File: src/rtl/inversion_pair_counter_defines.svh
// ---------------------------------------------------------------------------
// Inversion pair counter assertion macros
// Shared concurrent assertion forms, clocked on clk and held off by rst.
// ---------------------------------------------------------------------------
`ifndef INVERSION_PAIR_COUNTER_DEFINES_SVH
`define INVERSION_PAIR_COUNTER_DEFINES_SVH

// Condition must hold at every edge out of reset.
`define IPC_ASSERT_ALWAYS(lbl, cond, msg) \
  lbl: assert property (@(posedge clk) disable iff (rst) (cond)) else $error(msg);

// Trigger at one edge implies the check at the next edge.
`define IPC_ASSERT_NEXT(lbl, trig, chk, msg) \
  lbl: assert property (@(posedge clk) disable iff (rst) (trig) |=> (chk)) else $error(msg);

`endif

File: src/rtl/ipc_pkg.sv
// ---------------------------------------------------------------------------
// Inversion pair counter package
// Sizes and the request record that walks down the compare chain.
// ---------------------------------------------------------------------------
package ipc_pkg;

  localparam int MAX_LEN  = 256;
  localparam int VALUE_W  = 32;
  localparam int POS_W    = $clog2(MAX_LEN + 1);
  localparam int TOTAL_W  = 15;
  localparam int IN_TDATA_W  = 32;
  localparam int OUT_TDATA_W = 16;

  // One request in flight: its element, its place in the array, and the
  // number of greater stored elements seen so far.
  typedef struct packed {
    logic               vld;
    logic [VALUE_W-1:0] value;
    logic [POS_W-1:0]   pos;
    logic               ovf;
    logic               first;
    logic [POS_W-1:0]   cnt;
  } ipc_item_t;

endpackage

File: src/rtl/ipc_cell.sv
// ---------------------------------------------------------------------------
// Inversion pair counter cell
// Holds one array element; counts it against requests from later positions.
// ---------------------------------------------------------------------------
module ipc_cell (
  input  logic               clk,
  input  logic               rst,
  input  logic               adv,
  input  logic [ipc_pkg::POS_W-1:0] idx,
  input  ipc_pkg::ipc_item_t item_in,
  output ipc_pkg::ipc_item_t item_out
);
  import ipc_pkg::*;

  logic [VALUE_W-1:0] stored;
  logic               hit;
  ipc_item_t          item_next;

  // Only elements earlier in the same array sit below the request's position;
  // cells at or above it hold stale data and are skipped.
  assign hit = item_in.vld && !item_in.ovf && (item_in.pos > idx) &&
               ($signed(stored) > $signed(item_in.value));

  always_comb begin
    item_next     = item_in;
    item_next.cnt = item_in.cnt + POS_W'(hit);
  end

  always_ff @(posedge clk) begin
    if (rst) begin
      item_out.vld <= 1'b0;
    end else if (adv) begin
      item_out <= item_next;
    end
  end

  // Claim the element whose position matches this cell.
  always_ff @(posedge clk) begin
    if (adv && item_in.vld && !item_in.ovf && (item_in.pos == idx)) begin
      stored <= item_in.value;
    end
  end

endmodule

File: config.mk
export PLATFORM = sky130hd
export DESIGN_NAME = ipc_cell
export DESIGN_NICKNAME = d
export VERILOG_FILES = /design/src/rtl/inversion_pair_counter_defines.svh /design/src/rtl/ipc_pkg.sv /design/src/rtl/ipc_cell.sv
export SDC_FILE = /design/constraint.sdc
export NUM_CORES = 1
export LEC_CHECK = 0
export BUFFER_PORTS_ARGS = -buffer_cell sky130_fd_sc_hd__buf_2
export CAP_MARGIN = 20
export CORE_UTILIZATION = 45
export CTS_BUF_LIST = sky130_fd_sc_hd__clkbuf_8
export DETAILED_ROUTE_END_ITERATION = 16
export PLACE_DENSITY = 0.79
export SETUP_SLACK_MARGIN = 0.4
export SLEW_MARGIN = 10
export SYNTH_ARGS = -nofsm -noshare
export SYNTH_HDL_FRONTEND = slang
export SYNTH_SLANG_ARGS = --single-unit
File: constraint.sdc
create_clock -name clk -period 3.9 [get_ports clk]
set_clock_uncertainty 0.2 [all_clocks]
set_input_delay 0.585 -clock clk [delete_from_list [all_inputs] [get_ports clk]]
set_output_delay 0.585 -clock clk [all_outputs]
set_load 0.01 [all_outputs]
==> results.yml <==
status:
  status: "finished, final reports clean"
logic_synthesis:
  synth_edf_count: 84
  yosys.area.top_type: "edfxtp_1"
  ys.flop_type: "edfxtp_1"
  synth_xor_area_frac: 0.0162
  yosysSeqAreaShare: 0.672
  yosys.area.top_type_share: 0.666
  synth-seq-cells: 85
  yosysWarnings: 0
  synth_common_cells: "edfxtp_1 (84), ha_1 (43), inv_1 (43)"
  muxShareOfSynthArea: 0.00264
  syn_nets: 364
  synth.area.top_cells: "edfxtp_1 (67%), ha_1 (14%), inv_1 (4.3%), a21oi_1 (1.6%), xnor2_1 (1.4%)"
  async_reset_ff_frac: 0
  synth_cells: 256
  synthAdderAreaFrac: 0.142
  avgSynthCellArea_sq_um: 14.8
  synth_compound_area_frac: 0.0585
  yosysMostFrequentCell: "edfxtp_1"
  synth_top_family_by_area: "adder cells"
  yosys.area_share.simple: 0.0661
  ys_types: 36
  synth_area_sq_mm: 0.00378
clocking:
  clkLatencyLatePin_ns: 0.34
  htreeDepth: 3
  cts_made_buffers: 9
  root_buffer: "clkbuf_8"
  clockBufferDepth: 2
  cts_setup_buffers: 0
  clock_sinks: 85
  cts_tree: "yes"
  cts.clk_slew.worst_paths_ns: 0.08
  cts-resized-gates: 0
  cts_hold_buf: 0
pwr:
  p_leak_uw: 0.00212
  power_density_mw_per_mm2: 396
  vdd_drop_max_mv: 0.166
routing:
  drc: 0
  dr.pass1.iters: 5
  wire_per_inst_um: 14.6
  viasPerCell: 4.91
  drt-initial-drc-count: 46
  totalWireLength_um: 7230
  final_antenna_net_count: 0
  vias: 2436
setup_path:
  r2r-start: "stored[14]$_DFFE_PP_"
  r2r_end: "item_out[8]$_DFFE_PP_"
  path_class: "register to register"
  max_stage_delay_ns: 0.44
  worst-r2r-setup-slack_ns: 0.71
  r2r_cells: 11
  crit_path_end_kind: "register"
  cp_slowest_cell: "a2111oi_0"
  cp_common_cell: "ha_1"
  critPathMaxFanout: 4
  crit_end: "item_out[8]$_DFFE_PP_"
  cp.required_ns: 3.80
  cp_cell_sequence: "ha_1 -> and4_1 -> nand2_1 -> a2111oi_0 -> buf_4 -> o32a_1 -> o2111a_1 -> ha_1 -> ha_1 -> nand4_1 -> xnor2_1"
  arrival_ns: 3.09
  cp-start-kind: "register"
  crit_start: "stored[14]$_DFFE_PP_"
grt:
  grt_pass1_wl_um: 11400
  grt_max_degree: 33
  overflow: 0
  grt_pass1_vias: 2478
  grt_use_total: 0.176
  grt_antenna_before_repair: 0
timing:
  hold_viol_final: 0
  setup_viol: 0
  max_freq_mhz: 314
  relSlewSlack: 0.386
  tns_ns: 0
  fin_crit_sh: 0.818
  tightest_slew_ns: 0.920
  fin_crit_ns: 3.19
  slew_violations: 0
  grt_setup_unrepaired: "no"
die:
  io-pin-count: 118
  dieArea_sq_mm: 0.00878
  row_count: 33
  core_sq_mm: 0.00818
  die_w_um: 93.7
  start_util: 0.463
  die_y_um: 93.7
placement:
  placed_area_sq_mm: 0.00454
  io_buffer_count: 117
  dp_hpwl_um: 5460
  place.gp.congestion: 0.738
cells_and_area:
  syn2layout_area_growth_pct: 25.5
  fillers: 703
  fin_area_sq_mm: 0.00475
  multi_input_area_sq_mm: 0.00109
  seq_area_sq_mm: 0.00254
  diodes: 0
  nets: 495
  drive_gt1_frac: 0.350
worst_hold_path:
  hold_class: "input pin to register"
flow_run:
  drv_cap: 0
==> per-stage QoR <==
step	instances	power, uW	worst slack (ns)	util	hold WS (ns)
2_1_floorplan	256	1160	0.869	-	0.328
3_3_place_gp	481	1250	0.380	0.556	0.270
3_5_place_dp	481	1260	0.351	0.556	0.281
4_1_cts	496	1910	0.659	0.581	0.202
5_1_grt	496	1960	0.493	0.581	0.200
6_report	496	1880	0.711	0.581	0.216
==> logic make-up after synthesis <==
| logic type | Yosys count |
|---|---|
| AO/OA/AOI/OAI | 33 |
| XOR/XNOR | 7 |
| adder cells (fa/ha/maj) | 43 |
| buffers and inverters | 43 |
| flip-flops | 85 |
| multiplexers | 1 |
| AND/OR/NAND/NOR | 44 |
==> sequential cells by signal, indices dropped and copies added (netlist names) <==
register	cells
item_out	53
stored	32
==> placed cells by master, fill, tap and decap left out, types with 2 or more instances in the layout <==
master / Yosys / final
a21o_1: 3 / 3
and4_1: 4 / 4
edfxtp_1: 84 / 84
bufinv_16: 0 / 2
nand2_1: 12 / 12
buf_2: 0 / 117
xnor2_1: 6 / 6
o21ai_0: 5 / 5
nor2b_1: 4 / 3
clkbuf_8: 0 / 9
ha_1: 43 / 43
a31oi_1: 2 / 2
inv_1: 43 / 45
nor3_1: 2 / 2
buf_4: 0 / 2
nor2_1: 3 / 3
a21oi_1: 12 / 12
nand4_1: 5 / 5
nand3_1: 7 / 7
==> where the power goes <==
| group | leakage (uW) | total, uW | switching (uW) | internal, uW |
|---|---|---|---|---|
| Combinational | 0.00123 | 189 | 106 | 83.0 |
| Clock | 0.000112 | 641 | 288 | 353 |
| Sequential | 0.000784 | 1050 | 8.48 | 1040 |
==> area by class of cell <==
class                      instances  area share
multi-input combinational        128       0.229
timing repair buffer             120       0.131
inverter                          43      0.0340
tap                              105      0.0277
sequential                        85       0.535
clock buffer                       9      0.0261
clock inverter                     6      0.0171
==> critical path: cells and delay by family, from the launching register on <==
kind	cells	cell delay [ns]
adder cells (fa/ha/maj)	3	0.80
AO/OA/AOI/OAI	3	0.80
AND/OR/NAND/NOR	3	0.46
flip-flops	1	0.39
buffers and inverters	1	0.18
XOR/XNOR	1	0.13
==> worst min path at each step <==
stage	start	end	slack, ns	cells after the start
after floorplan	item_out[52]$_SDFFE_PP0P_	item_out[52]$_SDFFE_PP0P_	0.33	2
after global placement	item_out[52]$_SDFFE_PP0P_	item_out[52]$_SDFFE_PP0P_	0.27	2
after detailed placement	item_out[52]$_SDFFE_PP0P_	item_out[52]$_SDFFE_PP0P_	0.28	2
after CTS	item_in[9]	item_out[9]$_DFFE_PP_	0.20	1
after global routing	item_in[9]	item_out[9]$_DFFE_PP_	0.20	1
final	item_in[9]	item_out[9]$_DFFE_PP_	0.22	1
==> per-layer routing <==
metal | global-route usage | routed length, um | up-vias
met1 | 0.210 | 3110 | 1126
met4 | 0.0731 | 106 | 0
met3 | 0.0574 | 544 | 9
li1 | - | - | 1213
met2 | 0.293 | 3470 | 88
met5 | 0 | 0 | -
No activity file was read; power rests on OpenSTA's default activity.
