**src/rtl/inversion_pair_counter_defines.svh**
```systemverilog
// ---------------------------------------------------------------------------
// Inversion pair counter assertion macros
// Shared concurrent assertion forms, clocked on clk and held off by rst.
// ---------------------------------------------------------------------------
`ifndef INVERSION_PAIR_COUNTER_DEFINES_SVH
`define INVERSION_PAIR_COUNTER_DEFINES_SVH

// Condition must hold at every edge out of reset.
`define IPC_ASSERT_ALWAYS(lbl, cond, msg) \
  lbl: assert property (@(posedge clk) disable iff (rst) (cond)) else $error(msg);

// Trigger at one edge implies the check at the next edge.
`define IPC_ASSERT_NEXT(lbl, trig, chk, msg) \
  lbl: assert property (@(posedge clk) disable iff (rst) (trig) |=> (chk)) else $error(msg);

`endif

```
**src/rtl/ipc_pkg.sv**
```systemverilog
// ---------------------------------------------------------------------------
// Inversion pair counter package
// Sizes and the request record that walks down the compare chain.
// ---------------------------------------------------------------------------
package ipc_pkg;

  localparam int MAX_LEN  = 256;
  localparam int VALUE_W  = 32;
  localparam int POS_W    = $clog2(MAX_LEN + 1);
  localparam int TOTAL_W  = 15;
  localparam int IN_TDATA_W  = 32;
  localparam int OUT_TDATA_W = 16;

  // One request in flight: its element, its place in the array, and the
  // number of greater stored elements seen so far.
  typedef struct packed {
    logic               vld;
    logic [VALUE_W-1:0] value;
    logic [POS_W-1:0]   pos;
    logic               ovf;
    logic               first;
    logic [POS_W-1:0]   cnt;
  } ipc_item_t;

endpackage

```
**src/rtl/ipc_accum.sv**
```systemverilog
// ---------------------------------------------------------------------------
// Inversion pair counter accumulator
// Adds each request's count into the running total and holds the result.
// ---------------------------------------------------------------------------
`include "inversion_pair_counter_defines.svh"

module ipc_accum (
  input  logic               clk,
  input  logic               rst,
  input  logic               adv,
  input  ipc_pkg::ipc_item_t item_in,
  output logic               out_vld,
  output logic [ipc_pkg::TOTAL_W-1:0] total,
  output logic               overflow
);
  import ipc_pkg::*;

  logic [TOTAL_W-1:0] base;
  logic [TOTAL_W:0]   sum;
  logic [TOTAL_W-1:0] total_next;

  always_comb begin
    base = item_in.first ? '0 : total;
    sum  = {1'b0, base} + (TOTAL_W + 1)'(item_in.cnt);
    if (item_in.ovf) begin
      total_next = base;
    end else if (sum[TOTAL_W]) begin
      total_next = '1;
    end else begin
      total_next = sum[TOTAL_W-1:0];
    end
  end

  always_ff @(posedge clk) begin
    if (rst) begin
      out_vld <= 1'b0;
      total   <= '0;
    end else if (adv) begin
      out_vld <= item_in.vld;
      if (item_in.vld) begin
        total <= total_next;
      end
    end
  end

  always_ff @(posedge clk) begin
    if (adv && item_in.vld) begin
      overflow <= item_in.ovf;
    end
  end

  `IPC_ASSERT_NEXT(a_ovf_holds_total, adv && item_in.vld && item_in.ovf && !item_in.first, total == $past(total), "overflowed request changed the total")
  `IPC_ASSERT_NEXT(a_total_grows, adv && item_in.vld && !item_in.first, total >= $past(total), "running total decreased within an array")

endmodule

```
**config.mk**
```make
export PLATFORM = sky130hd
export DESIGN_NAME = ipc_accum
export DESIGN_NICKNAME = d
export VERILOG_FILES = /design/src/rtl/ipc_pkg.sv /design/src/rtl/ipc_accum.sv
export VERILOG_INCLUDE_DIRS = /design/src /design/src/rtl
export SDC_FILE = /design/constraint.sdc
export NUM_CORES = 1
export LEC_CHECK = 0
export BUFFER_PORTS_ARGS = -buffer_cell sky130_fd_sc_hd__buf_4
export CELL_PAD_IN_SITES_DETAIL_PLACEMENT = 0
export CELL_PAD_IN_SITES_GLOBAL_PLACEMENT = 1
export CORE_AREA = 2 2 73 75
export DETAILED_ROUTE_END_ITERATION = 7
export DIE_AREA = 0 0 75 77
export HOLD_SLACK_MARGIN = 0.12
export PLACE_DENSITY = 0.76
export SYNTH_ARGS = -nofsm -noshare
export SYNTH_HDL_FRONTEND = slang
export SYNTH_SLANG_ARGS = --single-unit
```
**constraint.sdc**
```tcl
create_clock -name clk -period 2.8 [get_ports clk]
set_clock_uncertainty 0.2 [all_clocks]
set_input_delay 0.28 -clock clk [delete_from_list [all_inputs] [get_ports clk]]
set_output_delay 0.28 -clock clk [all_outputs]
set_load 0.005 [all_outputs]
```
==> results.md, run 1 <==
- Hold_ws: ~0.25 ns
- Initial DRC Count: just over 80
- Total negative slack: 0 ns
- Post-route DRC violation count: 0
- Slew @ Worst Pin: 0.481 ns
- Clock slew at reported path FFs: roughly 0.070 ns
- Path type of the worst min-delay path: primary input to register
- Worst VDD drop: 0.264 mV
- Final hold vios: 0
- Synth Cell Area: approximately 1400 um2
- Warnings, synthesis: 0
- Cell count after synthesis: 163
- Vias/cell: ~5.0
- Post-synthesis compound-gate area fraction: between 30% and 40%
- Yosys cell types: 52
- First-pass GRT wire length: 6180 um
- Fraction of registers with async set/reset: 0%
- Pwr/cell area: 339 nW/um2
- Final #Nets: roughly 270
- Critical Path Source Type: register
- WS Path Type: register to register
- Adder-cell share of the synthesized area: under 10%
- Core ar.: 4980 um2
- Post-CTS Resized: 0
- Post-Syn Nets: ~230
- Drt wl/cell: 13.9 um
- Die X: about 75 um
- FF+latch count, synth: 17
- Worst path required time: around 2.8 ns
- Congestion Overflow GR: 0
- Die Footprint: about 5800 um2
- Count of inserted antenna diode cells: 0
- Top cells by area, synth: dfxtp_1 (24%), ha_1 (8.3%), nor2b_1 (4.6%)
- Arrival time worst endpoint: 2.54 ns
- Period Utilization, post-route: around 90%
- Mapped Avg Cell Area: approximately 8.3 um2
- Clk Latency, worst-skew pair: 0.26 ns
- Simple-gate share of the synthesized area: between 20% and 30%
- Mux cell area share after synthesis: under 10%
- IO Port Bufs: 31
- Post-DP HPWL: 2830 um
- Layout area overhead: 29.2%
- Post-synth top area cell: dfxtp_1
- Htree depth: 1
- Normalized max-slew margin: 67.9%
- I/O pin cnt: 73
- Final setup fails: 0
- Post-synth top area share: 23.6%
- Crit-path slowest cell: fa_1
- CTS sink cnt: 17
- Pin count of the biggest net entering global routing: 18
- Final WL: between 3000 and 4000 um
- Worst setup EP type: register
- Max-Cap Viols: 0
- Outcome: finished clean
- Layout cells sized above 1: approximately a quarter
- Biggest fanout along the worst timing path: 6
- CTS Buffer Depth: 2
- Crit path largest cell delay: ~0.41 ns
- Worst path cell trace: nor2b_1 > ha_1 > fa_1 > a21oi_1 > o22ai_1 > a32o_1 > a311o_1 > o311ai_0
- Max Slew Vio Count: 0
- Main combinational cell family by area after synthesis: compound AO/OA/AOI/OAI gates
- DR vias: 1354
- Final worst path period need: 2.59 ns
- Drt pass-1 iters: 4
- Final antenna-violating net count: 0
- Chip height: a little under 80 um
- F_max: ~390 MHz
- All-Layer GR Usage: a little over an eighth
- Seq/Total Area, Yosys: roughly a quarter
- XOR/XNOR Fraction of Synth Area: 3.86%
- GP Congestion: ~0.74
- RSZ-0062 raised after global routing: no
- CTS tree: yes
- Ys flop type: dfxtp_1
- Total CTS buffers: 3
- Root Driver: clkbuf_8
- LEAKAGE: between 0.7 and 0.8 nW
- Layout fillers: between 500 and 600
- Initial antenna violation count: 0
- Post-synth EDFFs: 1
- Rows: 26
- Starting Density: between 20% and 30%
- Vias in the first global route: 1266
==> layout make-up <==
| type | instances | area (um2) | share of cell area [%] |
|---|---|---|---|
| multi-input cells | 132 | 950 | 54.1 |
| flip-flops and latches | 17 | 350 | 19.9 |
| repair buffers | 38 | 293 | 16.7 |
| well taps | 70 | 87.6 | 4.99 |
| clock buffers | 3 | 41.3 | 2.35 |
| inverters | 8 | 30.0 | 1.71 |
| clock inverters | 1 | 5.00 | 0.285 |
==> per-layer routing <==
metal  routed length [um]  part of all wire [%]  track usage [%]  vias to the layer above
met4                   12                  0.32             2.14                        0
met2                 1730                    46             21.5                       27
met1                 1860                    50             19.1                      630
met5                    0                     0                0                        -
met3                  131                   3.5             3.29                        2
li1                     -                     -                -                      695
==> power by group <==
group          internal, W  leakage, nW  switching [W]
registers         0.000253        0.140     0.00000576
clock network    0.0000990       0.0255      0.0000922
logic            0.0000685        0.580      0.0000776
total             0.000420        0.745       0.000176
==> synth_stat cells, types with 3 or more instances <==
cell      instances
ha_1              9
a211oi_1          5
nand2b_1          3
o31ai_1           3
o21ai_0           6
dfxtp_1          16
inv_1             7
a21o_1            3
nor3_1            5
a21oi_1          11
nor2_1           16
a41o_1            3
nor4_1            3
nor2b_1          10
a41oi_1           3
clkbuf_1          4
a31o_2            3
and3_1            3
xnor2_1           3
xor2_1            3
nand2_1           6
==> stage by stage <==
stage                     total power (W)  util, %  instances  setup WS (ns)  cell area (um2)
after floorplan                  0.000352        -        163          0.106             1360
after global placement           0.000406     33.8        262          0.164             1680
after detailed placement         0.000407     33.8        262          0.128             1680
after CTS                        0.000606     35.3        269          0.186             1760
after global routing             0.000629     35.3        269         0.0112             1760
final                            0.000596     35.3        269          0.208             1760
==> worst paths after layout <==
path / depth (start not counted) / from / slack, ns / end
hold reg to reg: 2 / total[3] / 0.27 / total[3]
hold / removal: 4 / item_in[9] / 0.25 / total[2]
setup reg to reg: 8 / total[0] / 0.21 / total[12]
setup / recovery: 8 / total[0] / 0.21 / total[12]
==> logic make-up (layout without fill, tap and decap cells) <==
family / after synthesis / after routing
DFF: 17 / 17
buffers and inverters: 14 / 50
xor gates and xnor gates: 6 / 6
and+or+nand+nor: 56 / 56
muxes: 1 / 1
AOI/OAI and AO/OA: 59 / 59
adders and majority gates: 10 / 10
==> layout by cell type (no fill, tap or decap), drive strengths merged, types with 4 or more instances in the layout <==
master	instances
nor2	16
a21oi	12
ha	9
nor2b	10
nand2	6
inv	7
o211ai	4
a211oi	7
dfxtp	16
buf	35
o21ai	6
nor3	5
==> flip-flops by register name, indices dropped and copies added (netlist names) <==
name,flops
total,15
out_vld,1
overflow,1
==> timing repair <==
| item | 4_1_cts | 5_1_grt |
|---|---|---|
| hold endpoints to repair | 3 | 0 |
| setup buffers | 0 | 0 |
| hold buffers | 3 | 0 |
==> worst max-delay path: cells and delay by family (launching register included) <==
| kind | cells | cell delay (ns) |
|---|---|---|
| AOI/OAI and AO/OA | 5 | 1.21 |
| adders and majority gates | 2 | 0.62 |
| DFF | 1 | 0.32 |
| and+or+nand+nor | 1 | 0.14 |
No activity file was read; power rests on OpenSTA's default activity.
==> run 2, diff against run 1 <==
--- a/config.mk
+++ b/config.mk
@@ -9,9 +9,9 @@
 export BUFFER_PORTS_ARGS = -buffer_cell sky130_fd_sc_hd__buf_4
 export CELL_PAD_IN_SITES_DETAIL_PLACEMENT = 0
 export CELL_PAD_IN_SITES_GLOBAL_PLACEMENT = 1
-export CORE_AREA = 2 2 73 75
+export CORE_AREA = 2 2 62 88
 export DETAILED_ROUTE_END_ITERATION = 7
-export DIE_AREA = 0 0 75 77
+export DIE_AREA = 0 0 64 90
 export HOLD_SLACK_MARGIN = 0.12
 export PLACE_DENSITY = 0.76
 export SYNTH_ARGS = -nofsm -noshare
==> run 2 against run 1 <==
  * Sequential share of layout area is 0.24 points lower
  * Die area decreased by 0.26%
  * Largest power group unchanged
  * Critical path depth is the same
  * Critical path type unchanged
  * Worst setup slack got worse by 0.00087 ns
  * Combinational power is essentially flat
  * Fmax is essentially flat
  * Global-route usage is 0.83 points higher
  * Highest routed layer unchanged
  * Total power up 1.4%
  * Sequential power about the same
  * Routed wire length is 3.3% higher
==> results.md, run 2 (synthesis gave the netlist of run 1 again) <==
- Final setup fails: 0 (unchanged)
- Crit-path slowest cell: fa_1
- RSZ-0062 raised after global routing: no
- Outcome: finished clean
- FF-to-FF path depth: 8 (unchanged)
- Drt wl/cell: 14.4 um (+3.7%)
- DR vias: 1391 (+2.7%)
- Post-DP HPWL: 2930 um (+3.7%)
- F_max: 386 MHz (about the same)
- Commonest non-fill, non-tap cell in the layout: buf_4
- Buf/Inv on CP: 0 (unchanged)
- CP endpoint: total[12]
- Area of the multi-input gates: 953 um2 (+0.40%)
- Worst path cell trace: nor2b_1 > ha_1 > fa_1 > a21oi_2 > o22ai_1 > a32o_1 > a311o_1 > o311ai_0
- IO Port Bufs: 31 (unchanged)
- Initial antenna violation count: 0 (unchanged)
- Pin count of the biggest net entering global routing: 18 (unchanged)
- Worst VDD drop: 0.328 mV (+24%)
- Post-route DRC violation count: 0 (unchanged)
- Period Utilization, post-route: 92.6% (about the same)
- Arrival time worst endpoint: 2.56 ns (+0.02 ns)
- Cell family with most CP delay: compound AO/OA/AOI/OAI gates
- Htree depth: 1 (unchanged)
- Layout fillers: 540 (+1.5%)
- Die Footprint: 5760 um2 (-0.26%)
- Rows: 31 (+19%)
- Path type of the worst min-delay path: register to register
- Worst setup EP type: register
- All-Layer GR Usage: 14.5% (+0.83 points)
- Starting Density: 27.2% (-0.14 points)
- Most frequent cells in the layout: buf_4 (38), nor2_1 (16), dfxtp_1 (16)
- Core ar.: 5000 um2 (+0.53%)
- Initial DRC Count: 94 (+13%)
- Clock slew at reported path FFs: 0.08 ns (about the same)
- Logic depth of the worst path, buffers included: 8 (unchanged)
- Total negative slack: 0 ns (unchanged)
- Vias in the first global route: 1430 (+13%)
- Final hold vios: 0 (unchanged)
- Final std cells w/o fill: 268 (-0.37%)
- Reg area: 350 um2 (unchanged)
- Layout area overhead: 30.7%
- Postcts setup bufs: 0 (unchanged)
- Vias/cell: 5.19 (+3.1%)
- Die X: 64 um (-15%)
- I/O pin cnt: 73 (unchanged)
- Reg2Reg Setup Slack: 0.21 ns (about the same)
- Largest reg by FF count: total
- Worst reg2reg path startpoint: total[0]
- Final WL: 3850 um (+3.3%)
- Number of flip-flops in the largest register: 15 (unchanged)
- Final #Nets: 269 (+1.1%)
- GP Congestion: 0.792 (+7.1%)
- Worst path required time: 2.77 ns (+0.02 ns)
- Count of inserted antenna diode cells: 0 (unchanged)
- Max-Cap Viols: 0 (unchanged)
- Slew @ Worst Pin: 0.451 ns (-0.0300 ns)
- Biggest fanout along the worst timing path: 4 (-2)
- Drt pass-1 iters: 4 (unchanged)
- Setup Slack @ Placement: 0.0959 ns (-0.0320 ns)
- Normalized max-slew margin: 69.9% (+2.0 points)
- Root Driver: clkbuf_8
- Chip height: 90 um (+17%)
- CTS tree: yes
- Final worst path period need: 2.59 ns (+0.000875 ns)
- CTS Buffer Depth: 2 (unchanged)
- Clk Latency, worst-skew pair: 0.27 ns (about the same)
- Max Slew Vio Count: 0 (unchanged)
- Critical Path Source Type: register
- Pwr/cell area: 340 nW/um2 (+0.19%)
- Largest regs: total (15), out_vld (1), overflow (1)
- LEAKAGE: 0.761 nW (+2.2%)
- Final WS setup: 0.207 ns (-0.000875 ns)
- DP Cell Count: 261 (-0.38%)
- CTS sink cnt: 17 (unchanged)
- CP Launch Point: total[0]
- Total CTS buffers: 3 (unchanged)
- FF-to-FF End: total[12]
- Final antenna-violating net count: 0 (unchanged)
- Congestion Overflow GR: 0 (unchanged)
- Hold_ws: 0.267 ns (+0.0156 ns)
- WS Path Type: register to register
- Layout cells sized above 1: 25.7% (+1.6 points)
- First-pass GRT wire length: 6670 um (+8.0%)
- Crit path largest cell delay: 0.45 ns (+0.04 ns)
[run 2: cell count changes in the layout (fill, tap and decap cells not counted), sizes merged]
cell / delta
buf: +3
[run 2: per-layer routing]
layer  global-route usage, %  vias to the layer above  routed length, um
met3                    3.63                        8                160
met5                       0                        -                  0
met4                    6.16                        0                 78
met2                    24.9                       29               1950
met1                    16.6                      649               1660
li1                        -                      705                  -
[run 2: repair_timing]
item | 4_1_cts | 5_1_grt
endpoints found under the setup margin | 0 | 1
hold buffers | 3 | 0
gates resized for setup | 0 | 1
hold endpoints to repair | 3 | 0
[run 2: worst reg2reg max path, delay by kind of cell, from the launching register on]
kind                       cells  cell delay (ns)
DFF                            1             0.32
AOI/OAI and AO/OA              5             1.17
and+or+nand+nor                1             0.14
adders and majority gates      2             0.66
[run 2: worst min-delay path by stage]
stage                     endpoint  cells past startpoint   startpoint  slack [ns]
after detailed placement  total[3]                      2     total[3]        0.26
after floorplan           overflow                      0  item_in[10]        0.18
final                     total[3]                      2     total[3]        0.27
after global routing       out_vld                      2      out_vld        0.31
after global placement    total[3]                      2     total[3]        0.25
after CTS                 total[2]                      2     total[2]        0.27
[run 2: layout make-up]
cell class,count,share of cell area [%]
clock inverters,1,0.281
multi-input cells,132,53.6
flip-flops and latches,17,19.7
well taps,66,4.64
repair buffers,41,17.7
inverters,8,1.69
clock buffers,3,2.32
[run 2: report_power, final]
| group | switching [W] | internal [W] |
|---|---|---|
| combinational | 0.0000776 | 0.0000705 |
| clock | 0.0000985 | 0.0000994 |
| sequential | 0.00000557 | 0.000253 |
| total | 0.000182 | 0.000423 |
[run 2: stage by stage]
step	utilization [%]	power, W	cell area [um2]
2_1_floorplan	-	0.000352	1360
3_3_place_gp	33.9	0.000408	1700
3_5_place_dp	33.9	0.000409	1700
4_1_cts	35.5	0.000612	1770
5_1_grt	35.5	0.000638	1780
6_report	35.5	0.000604	1780
